`src/sv/dqr_pkg.sv`:
```
// dqr_pkg: shared types and codes for the double-ended queue with remove
// used by dqr_cell, double_ended_queue_with_remove and dqr_checker
package dqr_pkg;

  localparam int DATA_W    = 32;
  localparam int CMD_W     = 3;
  localparam int CNT_OUT_W = 5;
  localparam int DEPTH_DEF = 16;

  typedef enum logic [CMD_W-1:0] {
    CMD_PUSH_FRONT = 3'd0,
    CMD_PUSH_BACK  = 3'd1,
    CMD_POP_FRONT  = 3'd2,
    CMD_POP_BACK   = 3'd3,
    CMD_REMOVE     = 3'd4,
    CMD_CLEAR      = 3'd5
  } cmd_t;

  typedef enum logic [1:0] {
    ST_OK    = 2'd0,
    ST_FULL  = 2'd1,
    ST_EMPTY = 2'd2
  } status_t;

  typedef enum logic [1:0] {
    CELL_HOLD  = 2'd0,
    CELL_SH_UP = 2'd1,
    CELL_SH_DN = 2'd2
  } cell_op_t;

  typedef struct packed {
    cell_op_t                  op;
    logic                      load_en;
    logic signed [DATA_W-1:0]  load_data;
  } cell_ctrl_t;

  typedef struct packed {
    logic [CMD_W-1:0]          cmd;
    logic signed [DATA_W-1:0]  value;
  } in_t;

  typedef struct packed {
    logic signed [DATA_W-1:0]  first_value;
    logic signed [DATA_W-1:0]  last_value;
    logic [CNT_OUT_W-1:0]      entry_count;
    logic                      is_empty;
    logic [1:0]                status;
  } out_t;

endpackage

```
`src/sv/dqr_cell.sv`:
```
// dqr_cell: one storage cell of the queue chain
// takes its left or right neighbor, a broadcast load, or holds; uses dqr_pkg
module dqr_cell #(
  parameter int IDX_W = 4,
  parameter int IDX   = 0
) (
  input  logic                              clk,
  input  dqr_pkg::cell_ctrl_t               ctrl,
  input  logic [IDX_W-1:0]                  load_idx,
  input  logic signed [dqr_pkg::DATA_W-1:0] left_data,
  input  logic signed [dqr_pkg::DATA_W-1:0] right_data,
  output logic signed [dqr_pkg::DATA_W-1:0] data
);

  logic signed [dqr_pkg::DATA_W-1:0] data_r;
  logic signed [dqr_pkg::DATA_W-1:0] data_nxt;
  logic                              hit;

  assign hit = ctrl.load_en && (load_idx == IDX_W'(IDX));

  always_comb begin
    data_nxt = data_r;
    if (hit) begin
      data_nxt = ctrl.load_data;
    end else begin
      unique case (ctrl.op)
        dqr_pkg::CELL_SH_UP: data_nxt = left_data;
        dqr_pkg::CELL_SH_DN: data_nxt = right_data;
        default:             data_nxt = data_r;
      endcase
    end
  end

  always_ff @(posedge clk) begin
    data_r <= data_nxt;
  end

  assign data = data_r;

endmodule

```
`src/sv/double_ended_queue_with_remove.sv`:
```
// double_ended_queue_with_remove: top level, command sequencer over a chain of dqr_cell
// depends on dqr_pkg and dqr_cell
//
//   channel | ports                           | beat
//   --------+---------------------------------+------------------------------------
//   input   | in_valid, in_stall, in_data     | one command (cmd, value)
//   output  | out_valid, out_stall, out_data  | one result (first, last, count, flags)
//
// push front, push back, pop front, clear and no-op commands, and pop back or remove on an empty queue,
// go from idle straight to the result state; pop back and remove otherwise rotate the occupied entries
// once in the rotate state, one cell shift per cycle
// one command is in flight at a time; in_stall is high from accept until the result is registered
// a stalled result holds in the output register; the next command may be taken meanwhile
// synchronous active-low reset empties the queue; cell contents are not reset
module double_ended_queue_with_remove #(
  parameter int DEPTH = dqr_pkg::DEPTH_DEF
) (
  input  logic          clk,
  input  logic          rst_n,
  input  logic          in_valid,
  output logic          in_stall,
  input  dqr_pkg::in_t  in_data,
  output logic          out_valid,
  input  logic          out_stall,
  output dqr_pkg::out_t out_data
);

  localparam int CntW = $clog2(DEPTH + 1);
  localparam int IdxW = $clog2(DEPTH);

  typedef enum logic [2:0] {
    S_IDLE = 3'b001,
    S_ROT  = 3'b010,
    S_RES  = 3'b100
  } state_t;

  state_t                             state_r, state_nxt;
  logic [CntW-1:0]                    occ_r, occ_nxt;
  logic [CntW-1:0]                    rot_r, rot_nxt;
  logic [CntW-1:0]                    occ_m1;
  logic signed [dqr_pkg::DATA_W-1:0]  last_r, last_nxt;
  logic signed [dqr_pkg::DATA_W-1:0]  val_r, val_nxt;
  logic [dqr_pkg::CMD_W-1:0]          cmd_r, cmd_nxt;
  dqr_pkg::status_t                   stat_r, stat_nxt;
  logic                               out_vld_r, out_vld_nxt;
  dqr_pkg::out_t                      out_data_r, out_data_nxt;
  dqr_pkg::cell_ctrl_t                ctrl;
  logic [IdxW-1:0]                    load_idx;
  logic signed [dqr_pkg::DATA_W-1:0]  cell_q [DEPTH];
  logic signed [dqr_pkg::DATA_W-1:0]  head;
  logic                               full, empty, drop;
  logic [CntW+dqr_pkg::CNT_OUT_W-1:0] cnt_wide;

  for (genvar i = 0; i < DEPTH; i++) begin : g_cell
    logic signed [dqr_pkg::DATA_W-1:0] left_d, right_d;
    if (i == 0) begin : g_lo
      assign left_d = '0;
    end else begin : g_lo
      assign left_d = cell_q[i-1];
    end
    if (i == DEPTH - 1) begin : g_hi
      assign right_d = cell_q[i];
    end else begin : g_hi
      assign right_d = cell_q[i+1];
    end
    dqr_cell #(
      .IDX_W (IdxW),
      .IDX   (i)
    ) u_cell (
      .clk        (clk),
      .ctrl       (ctrl),
      .load_idx   (load_idx),
      .left_data  (left_d),
      .right_data (right_d),
      .data       (cell_q[i])
    );
  end

  assign head     = cell_q[0];
  assign full     = (occ_r == CntW'(DEPTH));
  assign empty    = (occ_r == '0);
  assign occ_m1   = occ_r - CntW'(1);
  assign drop     = ((cmd_r == dqr_pkg::CMD_REMOVE) && (head == val_r)) ||
                    ((cmd_r == dqr_pkg::CMD_POP_BACK) && (rot_r == CntW'(1)));
  assign cnt_wide = {{dqr_pkg::CNT_OUT_W{1'b0}}, occ_r};

  always_comb begin
    state_nxt      = state_r;
    occ_nxt        = occ_r;
    rot_nxt        = rot_r;
    last_nxt       = last_r;
    val_nxt        = val_r;
    cmd_nxt        = cmd_r;
    stat_nxt       = stat_r;
    out_vld_nxt    = out_vld_r;
    out_data_nxt   = out_data_r;
    ctrl.op        = dqr_pkg::CELL_HOLD;
    ctrl.load_en   = 1'b0;
    ctrl.load_data = in_data.value;
    load_idx       = '0;

    if (out_vld_r && !out_stall) begin
      out_vld_nxt = 1'b0;
    end

    unique case (state_r)
      S_IDLE: begin
        if (in_valid) begin
          cmd_nxt   = in_data.cmd;
          val_nxt   = in_data.value;
          stat_nxt  = dqr_pkg::ST_OK;
          state_nxt = S_RES;
          unique case (in_data.cmd)
            dqr_pkg::CMD_PUSH_FRONT: begin
              if (full) begin
                stat_nxt = dqr_pkg::ST_FULL;
              end else begin
                ctrl.op      = dqr_pkg::CELL_SH_UP;
                ctrl.load_en = 1'b1;
                occ_nxt      = occ_r + CntW'(1);
                if (empty) begin
                  last_nxt = in_data.value;
                end
              end
            end
            dqr_pkg::CMD_PUSH_BACK: begin
              if (full) begin
                stat_nxt = dqr_pkg::ST_FULL;
              end else begin
                ctrl.load_en = 1'b1;
                load_idx     = occ_r[IdxW-1:0];
                occ_nxt      = occ_r + CntW'(1);
                last_nxt     = in_data.value;
              end
            end
            dqr_pkg::CMD_POP_FRONT: begin
              if (empty) begin
                stat_nxt = dqr_pkg::ST_EMPTY;
              end else begin
                ctrl.op = dqr_pkg::CELL_SH_DN;
                occ_nxt = occ_m1;
              end
            end
            dqr_pkg::CMD_POP_BACK: begin
              if (empty) begin
                stat_nxt = dqr_pkg::ST_EMPTY;
              end else begin
                rot_nxt   = occ_r;
                state_nxt = S_ROT;
              end
            end
            dqr_pkg::CMD_REMOVE: begin
              if (!empty) begin
                rot_nxt   = occ_r;
                state_nxt = S_ROT;
              end
            end
            dqr_pkg::CMD_CLEAR: begin
              occ_nxt = '0;
            end
            default: begin
            end
          endcase
        end
      end
      S_ROT: begin
        ctrl.op        = dqr_pkg::CELL_SH_DN;
        ctrl.load_en   = !drop;
        ctrl.load_data = head;
        load_idx       = occ_m1[IdxW-1:0];
        if (drop) begin
          occ_nxt = occ_m1;
        end else begin
          last_nxt = head;
        end
        rot_nxt = rot_r - CntW'(1);
        if (rot_r == CntW'(1)) begin
          state_nxt = S_RES;
        end
      end
      S_RES: begin
        if (!out_vld_r || !out_stall) begin
          out_vld_nxt              = 1'b1;
          out_data_nxt.first_value = empty ? '0 : head;
          out_data_nxt.last_value  = empty ? '0 : last_r;
          out_data_nxt.entry_count = cnt_wide[dqr_pkg::CNT_OUT_W-1:0];
          out_data_nxt.is_empty    = empty;
          out_data_nxt.status      = stat_r;
          state_nxt                = S_IDLE;
        end
      end
      default: begin
        state_nxt = S_IDLE;
      end
    endcase
  end

  always_ff @(posedge clk) begin
    if (!rst_n) begin
      state_r   <= S_IDLE;
      occ_r     <= '0;
      out_vld_r <= 1'b0;
    end else begin
      state_r   <= state_nxt;
      occ_r     <= occ_nxt;
      out_vld_r <= out_vld_nxt;
    end
  end

  always_ff @(posedge clk) begin
    rot_r      <= rot_nxt;
    last_r     <= last_nxt;
    val_r      <= val_nxt;
    cmd_r      <= cmd_nxt;
    stat_r     <= stat_nxt;
    out_data_r <= out_data_nxt;
  end

  assign in_stall  = (state_r != S_IDLE);
  assign out_valid = out_vld_r;
  assign out_data  = out_data_r;

endmodule

```
`config.mk`:
```
export PLATFORM = sky130hd
export DESIGN_NAME = double_ended_queue_with_remove
export DESIGN_NICKNAME = d
export VERILOG_FILES = /design/src/sv/dqr_pkg.sv /design/src/sv/dqr_cell.sv /design/src/sv/double_ended_queue_with_remove.sv
export SDC_FILE = /design/constraint.sdc
export NUM_CORES = 1
export LEC_CHECK = 0
export CORE_AREA = 2 2 248 250
export DETAILED_ROUTE_END_ITERATION = 10
export DIE_AREA = 0 0 250 252
export DONT_BUFFER_PORTS = 1
export PLACE_DENSITY_LB_ADDON = 0.08
export SYNTH_ARGS = -nofsm -noshare
export SYNTH_HDL_FRONTEND = slang
export SYNTH_SLANG_ARGS = --single-unit
```
`constraint.sdc`:
```
create_clock -name clk -period 4.15 [get_ports clk]
set_input_delay 0.2075 -clock clk [delete_from_list [all_inputs] [get_ports clk]]
set_output_delay 0.2075 -clock clk [all_outputs]
set_load 0.005 [all_outputs]
```
Word level (Yosys, flattened, before mapping)
Index checks and enable logic that the tools add are counted.

Register bits after elaboration: 667. Latch bits: 0. Bits in writable memories: 0. ROM bits: 0. Bits of input ports: 39. Output and inout port bits: 74. Memories kept: 0.

$add $sub $neg: 3. Multipliers: 0. Divide/modulo/power cells: 0. Magnitude comparators: 0. Equal/unequal tests: 45. Shifts and indexed selects: 0. Mux-type cells: 73. Bitwise gates (word level): 0. Reductions and logical operators: 53.

Operator list (count): $pmux W32 S2 (17); $mux W32 (23); $reduce_bool A3 Y1 (15); $mux W5 (7); $eq A32 B32 Y1 (1); $eq A4 B4 Y1 const B (8); $pmux W5 S2 (2); $logic_and A1 B1 Y1 (19); $mux W3 (6); $eq A4 B3 Y1 const B (4); $ne A3 B3 Y1 const B (5); $pmux W5 S3 (1); $ne A2 B2 Y1 const B (7); $eq A3 B2 Y1 const B (4); $eq A3 B3 Y1 const B (4); $mux W4 (3); $sub A5 B1 Y5 const B (2); $pmux W3 S3 (1); $eq A4 B2 Y1 const B (2); $pmux W2 S2 (2); $pmux W4 S2 (1); $reduce_and A7 Y1 (1); $eq A3 B1 Y1 const B (2); $mux W2 (3); 22 further kinds (34).

Longest topological paths before layout
Word-level depth: 8. Depth in mapped cells: 14. Mapped depth without buffers: 10.

Modules after synthesis
Synthesis repeated with hierarchy kept, for this count alone.

Cell total of the unflattened synthesis: 2322. Area total of the unflattened synthesis: 38524.4 µm².

Modules (own cells, without submodules): dqr_cell at g_cell[10].u_cell ... (instances 4, cells each 108, area an instance 2029.4 µm², sequential area each 960.9 µm²); dqr_cell at g_cell[12].u_cell ... (instances 4, cells each 108, area an instance 2021.9 µm², sequential area each 960.9 µm²); double_ended_queue_with_remove (instances 1, cells each 514, area an instance 6593.8 µm², sequential area each 4564.4 µm²); dqr_cell at g_cell[1].u_cell ... (instances 2, cells each 108, area an instance 2038.2 µm², sequential area each 960.9 µm²); dqr_cell at g_cell[11].u_cell ... (instances 2, cells each 108, area an instance 2024.4 µm², sequential area each 960.9 µm²); dqr_cell at g_cell[13].u_cell ... (instances 2, cells each 148, area an instance 1766.7 µm², sequential area each 960.9 µm²); dqr_cell at g_cell[0].u_cell (instances 1, cells each 108, area an instance 2035.7 µm², sequential area each 960.9 µm²); dqr_cell at g_cell[15].u_cell (instances 1, cells each 108, area an instance 2030.7 µm², sequential area each 960.9 µm²).

Least setup slack after synthesis
No wires, ideal clock.

Path kind: register to register. Start point: reg state_r[0]. End point: reg out_data_r (netlist bit out_data[0]), enable pin. Arrival time: 4019 ps. Required time: 3624 ps. Path slack: -395 ps. Stages on the path, launching flop included: 4. Path buffers: 0. Clock period less this slack: 4545 ps. Cell sequence: dfxtp_1 > nor2_1 > nand2_1 > a21oi_1.

Longest elaborated chain between the ends: 2.

RTL lines: start, declared (line double_ended_queue_with_remove.sv:37) `state_t state_r, state_nxt;`; start signal, assigned (line double_ended_queue_with_remove.sv:204) `state_r <= state_nxt;`; $eq A3 B3 Y1 (line double_ended_queue_with_remove.sv:106) `unique case (state_r)`; $reduce_and A2 Y1 (no source line); end signal, assigned (line double_ended_queue_with_remove.sv:216) `out_data_r <= out_data_nxt;`; end, declared (line double_ended_queue_with_remove.sv:46) `dqr_pkg::out_t out_data_r, out_data_nxt;`.

Every way passes these cells. A chain may end at the register's enable or synchronous reset.

Worst setup path in the final report
Start point: reg occ_r[0]. End point: reg g_cell[3].u_cell.data_r (netlist bit g_cell[3].u_cell.data[15]), data pin.

Longest elaborated chain between the ends: 8. Elaborated cells on any way between the ends: 20.

RTL lines: start, declared (line double_ended_queue_with_remove.sv:38) `logic [CntW-1:0] occ_r, occ_nxt;`; start signal, assigned (line double_ended_queue_with_remove.sv:205) `occ_r <= occ_nxt;`; $eq A5 B5 Y1 / $logic_not A5 Y1 (equally long branches) (line double_ended_queue_with_remove.sv:80, double_ended_queue_with_remove.sv:81); $mux W2, or another cell as far along (line double_ended_queue_with_remove.sv:115) `if (full) begin`; $pmux W2 S2 / $mux W4 (equally long branches) (line double_ended_queue_with_remove.sv:113) `unique case (in_data.cmd)`; $mux W3 / $mux W4 (equally long branches) (line double_ended_queue_with_remove.sv:108) `if (in_valid) begin`; $pmux W3 S2 / $pmux W4 S2 (equally long branches) (line double_ended_queue_with_remove.sv:106); $eq A2 B2 Y1, or another cell as far along; $pmux W32 S2 / $logic_and A1 B1 Y1 (equally long branches) (line dqr_cell.sv:26, dqr_cell.sv:19); $mux W32 (*) (line dqr_cell.sv:23) `if (hit) begin`; via g_cell[3].u_cell.data_nxt, one bit (line dqr_cell.sv:16) `logic signed [dqr_pkg::DATA_W-1:0] data_nxt;`; end signal, assigned (line dqr_cell.sv:35) `data_r <= data_nxt;`; end, declared (line dqr_cell.sv:15) `logic signed [dqr_pkg::DATA_W-1:0] data_r;`.

The timed path passes the listed nets; every way through them passes the cells marked *.

==> results_dict.tcl <==
set metrics [dict create \
    firstDrtPassIters 5 \
    cp-start-kind "flip-flop" \
    hold_depth 3 \
    hold_class "in2reg" \
    max-slew-margin-rel 0.305 \
    port_buffers 0 \
    cap_violations 0 \
    total_power_w 0.0153 \
    drt_first_iter_violations 1632 \
    ys_seq_elements 667 \
    die_w_um 250 \
    max_freq_ghz 0.263 \
    clock_skew_ns 0.0270 \
    gp_congestion 0.851 \
    finalSetupViolCount 0 \
    die-area_sq_um 63000 \
    powerDensity_nw_per_um2 414 \
    grt_setup_unrepaired "false" \
    worstHoldEndpoint "last_r[3]$_DFFE_PP_" \
    final_nets 2310 \
    antenna_found_initial 3 \
    synth_warnings 0 \
    syn_nets 2252 \
    start_util 0.549 \
    period_share 0.917 \
    critPathMaxFanout 24 \
    ios 113 \
    fin_setup_tns_ns 0 \
    yosysSeqAreaShare 0.604 \
    grt_pass1_wl_mm 130 \
    drive_gt1_frac 0.109 \
    setup_ws_ns 0.346 \
    cts-root-buf "clkbuf_16" \
    irDropWorstVdd_v 0.000321 \
    path_clk_slew_ns 0.06 \
    rr_worst_depth 10 \
    cts_sinks 667 \
    grtUsageTotal 0.279 \
    via_per_inst 6.16 \
    fin_crit_ns 3.80 \
    synth_ff_type "edfxtp_1" \
    die_h_um 252 \
    final_hold_viol_count 0 \
    r2r_setup_slack_ns 0.35 \
    dr_total_vias 19100 \
    clk_latency_ns 0.62 \
    ant_nets 0 \
    dp_hpwl_mm 53.3 \
    syn_inst 2206 \
    synth_cell_types 62 \
    dpl_worst_slack_ns 0.422 \
    slew_violations 0 \
    avgSynthCellArea_sq_um 15.0 \
    hold_start "in_data[3]" \
    grt_max_degree 118 \
    critPathKind "reg2reg" \
    num_rows 90 \
    htreeDepth 3 \
    syn_area_sq_um 33000 \
    status "completed" \
    worstSetupEndpointType "flip-flop" \
    cp.required_ns 4.47 \
    cts_tree "built" \
    cp-startpoint "occ_r[0]$_SDFFE_PN0P_" \
    layout_common_cells "928 x mux2i_1, 658 x edfxtp_1, 85 x buf_4, 77 x clkbuf_16, 64 x and2_1" \
    synth_edf_count 658 \
    drt-total-wl_mm 87.5 \
    drc 0 \
    core_area_sq_um 60100 \
    wl_per_cell_um 28.2 \
    areaGrowthSynthToFinish_pct 11.6 \
    worst_pin_slew_ns 1.04 \
    clockBufferDepth 3 \
    async_flop_share 0 \
    cts_buffers 73 \
    rr_startpoint "occ_r[0]$_SDFFE_PN0P_" \
    overflow 0 \
    cp.arrival_ns 4.13 \
    power.static_leakage_nw 14.0 \
    layout_commonest_cell "mux2i_1" \
    grt_pass1_vias 19500 \
    r2r-end "g_cell[3].u_cell.data[15]$_DFFE_PP_" \
]
[layout make-up]
cell class,instances,area (sq um)
multi-input combinational,1334,12100
antenna,1,2.50
clock inverter,30,171
inverter,43,164
timing repair buffer,145,1450
tap,782,978
fill,4590,23300
sequential,667,19900
clock buffer,97,2010
[where the power goes]
| group | switching, W | internal [W] | total, W |
|---|---|---|---|
| Sequential | 0.000180 | 0.00779 | 0.00797 |
| Combinational | 0.000801 | 0.000392 | 0.00119 |
| Clock | 0.00264 | 0.00346 | 0.00610 |
| Total | 0.00362 | 0.0116 | 0.0153 |
[cell families (layout without fill, tap and decap cells)]
group	after synthesis	after routing	synth area share
AO/OA/AOI/OAI	83	83	0.0153
XOR/XNOR	35	35	0.00929
adder cells (fa/ha/maj)	7	7	0.00265
buffers and inverters	205	315	0.0321
flip-flops	667	667	0.604
multiplexers	960	960	0.292
other	0	1	0
AND/OR/NAND/NOR	249	249	0.0445
[how the worst max path moves through the flow]
stage	slack, ns	cells past startpoint	end
2_1_floorplan	0.32	14	g_cell[0].u_cell.data[0]$_DFFE_PP_
6_report	0.35	10	g_cell[3].u_cell.data[15]$_DFFE_PP_
3_5_place_dp	0.42	10	g_cell[3].u_cell.data[15]$_DFFE_PP_
4_1_cts	0.37	10	g_cell[3].u_cell.data[15]$_DFFE_PP_
3_3_place_gp	0.56	10	g_cell[3].u_cell.data[20]$_DFFE_PP_
5_1_grt	0.18	10	g_cell[3].u_cell.data[12]$_DFFE_PP_
[synth_stat cells (all sizes together), types with 4 or more instances]
cell	number	area share
nand3	46	0.010
xor2	32	0.0085
and2	67	0.013
o21ai	49	0.0077
mux2i	928	0.28
clkbuf	103	0.012
nand2	68	0.0085
buf	59	0.015
nor3	8	0.0017
mux2	32	0.011
edfxtp	658	0.60
dfxtp	9	0.0055
nor4	7	0.0013
a21oi	14	0.0025
nor3b	7	0.0019
ha	7	0.0027
inv	43	0.0050
nor2	21	0.0025
nand2b	4	0.00076
[registers in the layout (all words and copies together), names as in the netlist]
name and count:
last_r 32, g_cell.u_cell.data 512, rot_r 5, val_r 32, occ_r 5, out_data 72
state_r 3, out_valid 1, stat_r 2, cmd_r 3
[timing repair]
| action | 4_1_cts | 5_1_grt |
|---|---|---|
| gates resized for setup | 0 | 0 |
| buffers inserted | 0 | 0 |
| endpoints found under the hold margin | 48 | 0 |
| hold buffers | 39 | 0 |
[worst max-delay path: stages (launching register included)]
cell and delay [ns]:
dfxtp_1 0.54, inv_1 0.20, ha_1 0.27, nand4bb_1 0.23
and3_1 0.31, a31o_4 0.27, o21ai_1 0.08, a21o_1 0.19
nor3_4 0.57, buf_4 0.64, mux2i_1 0.17
[through the flow]
stage,hold WS [ns],util,cells,instance area [sq um]
5_1_grt,0.0711,0.613,3098,36800
2_1_floorplan,0.306,-,2206,33000
3_5_place_dp,0.306,0.570,2932,34300
4_1_cts,0.0222,0.613,3098,36800
6_report,0.0604,0.613,3099,36800
3_3_place_gp,0.306,0.570,2932,34300
[per-layer routing]
metal	up-vias	part of all wire	global-route usage
li1	8511	-	-
met1	9877	0.45	0.397
met2	581	0.47	0.446
met3	127	0.055	0.0432
met4	2	0.024	0.0842
met5	-	0.00011	0
Note: power is estimated with default switching activity, not from simulation.
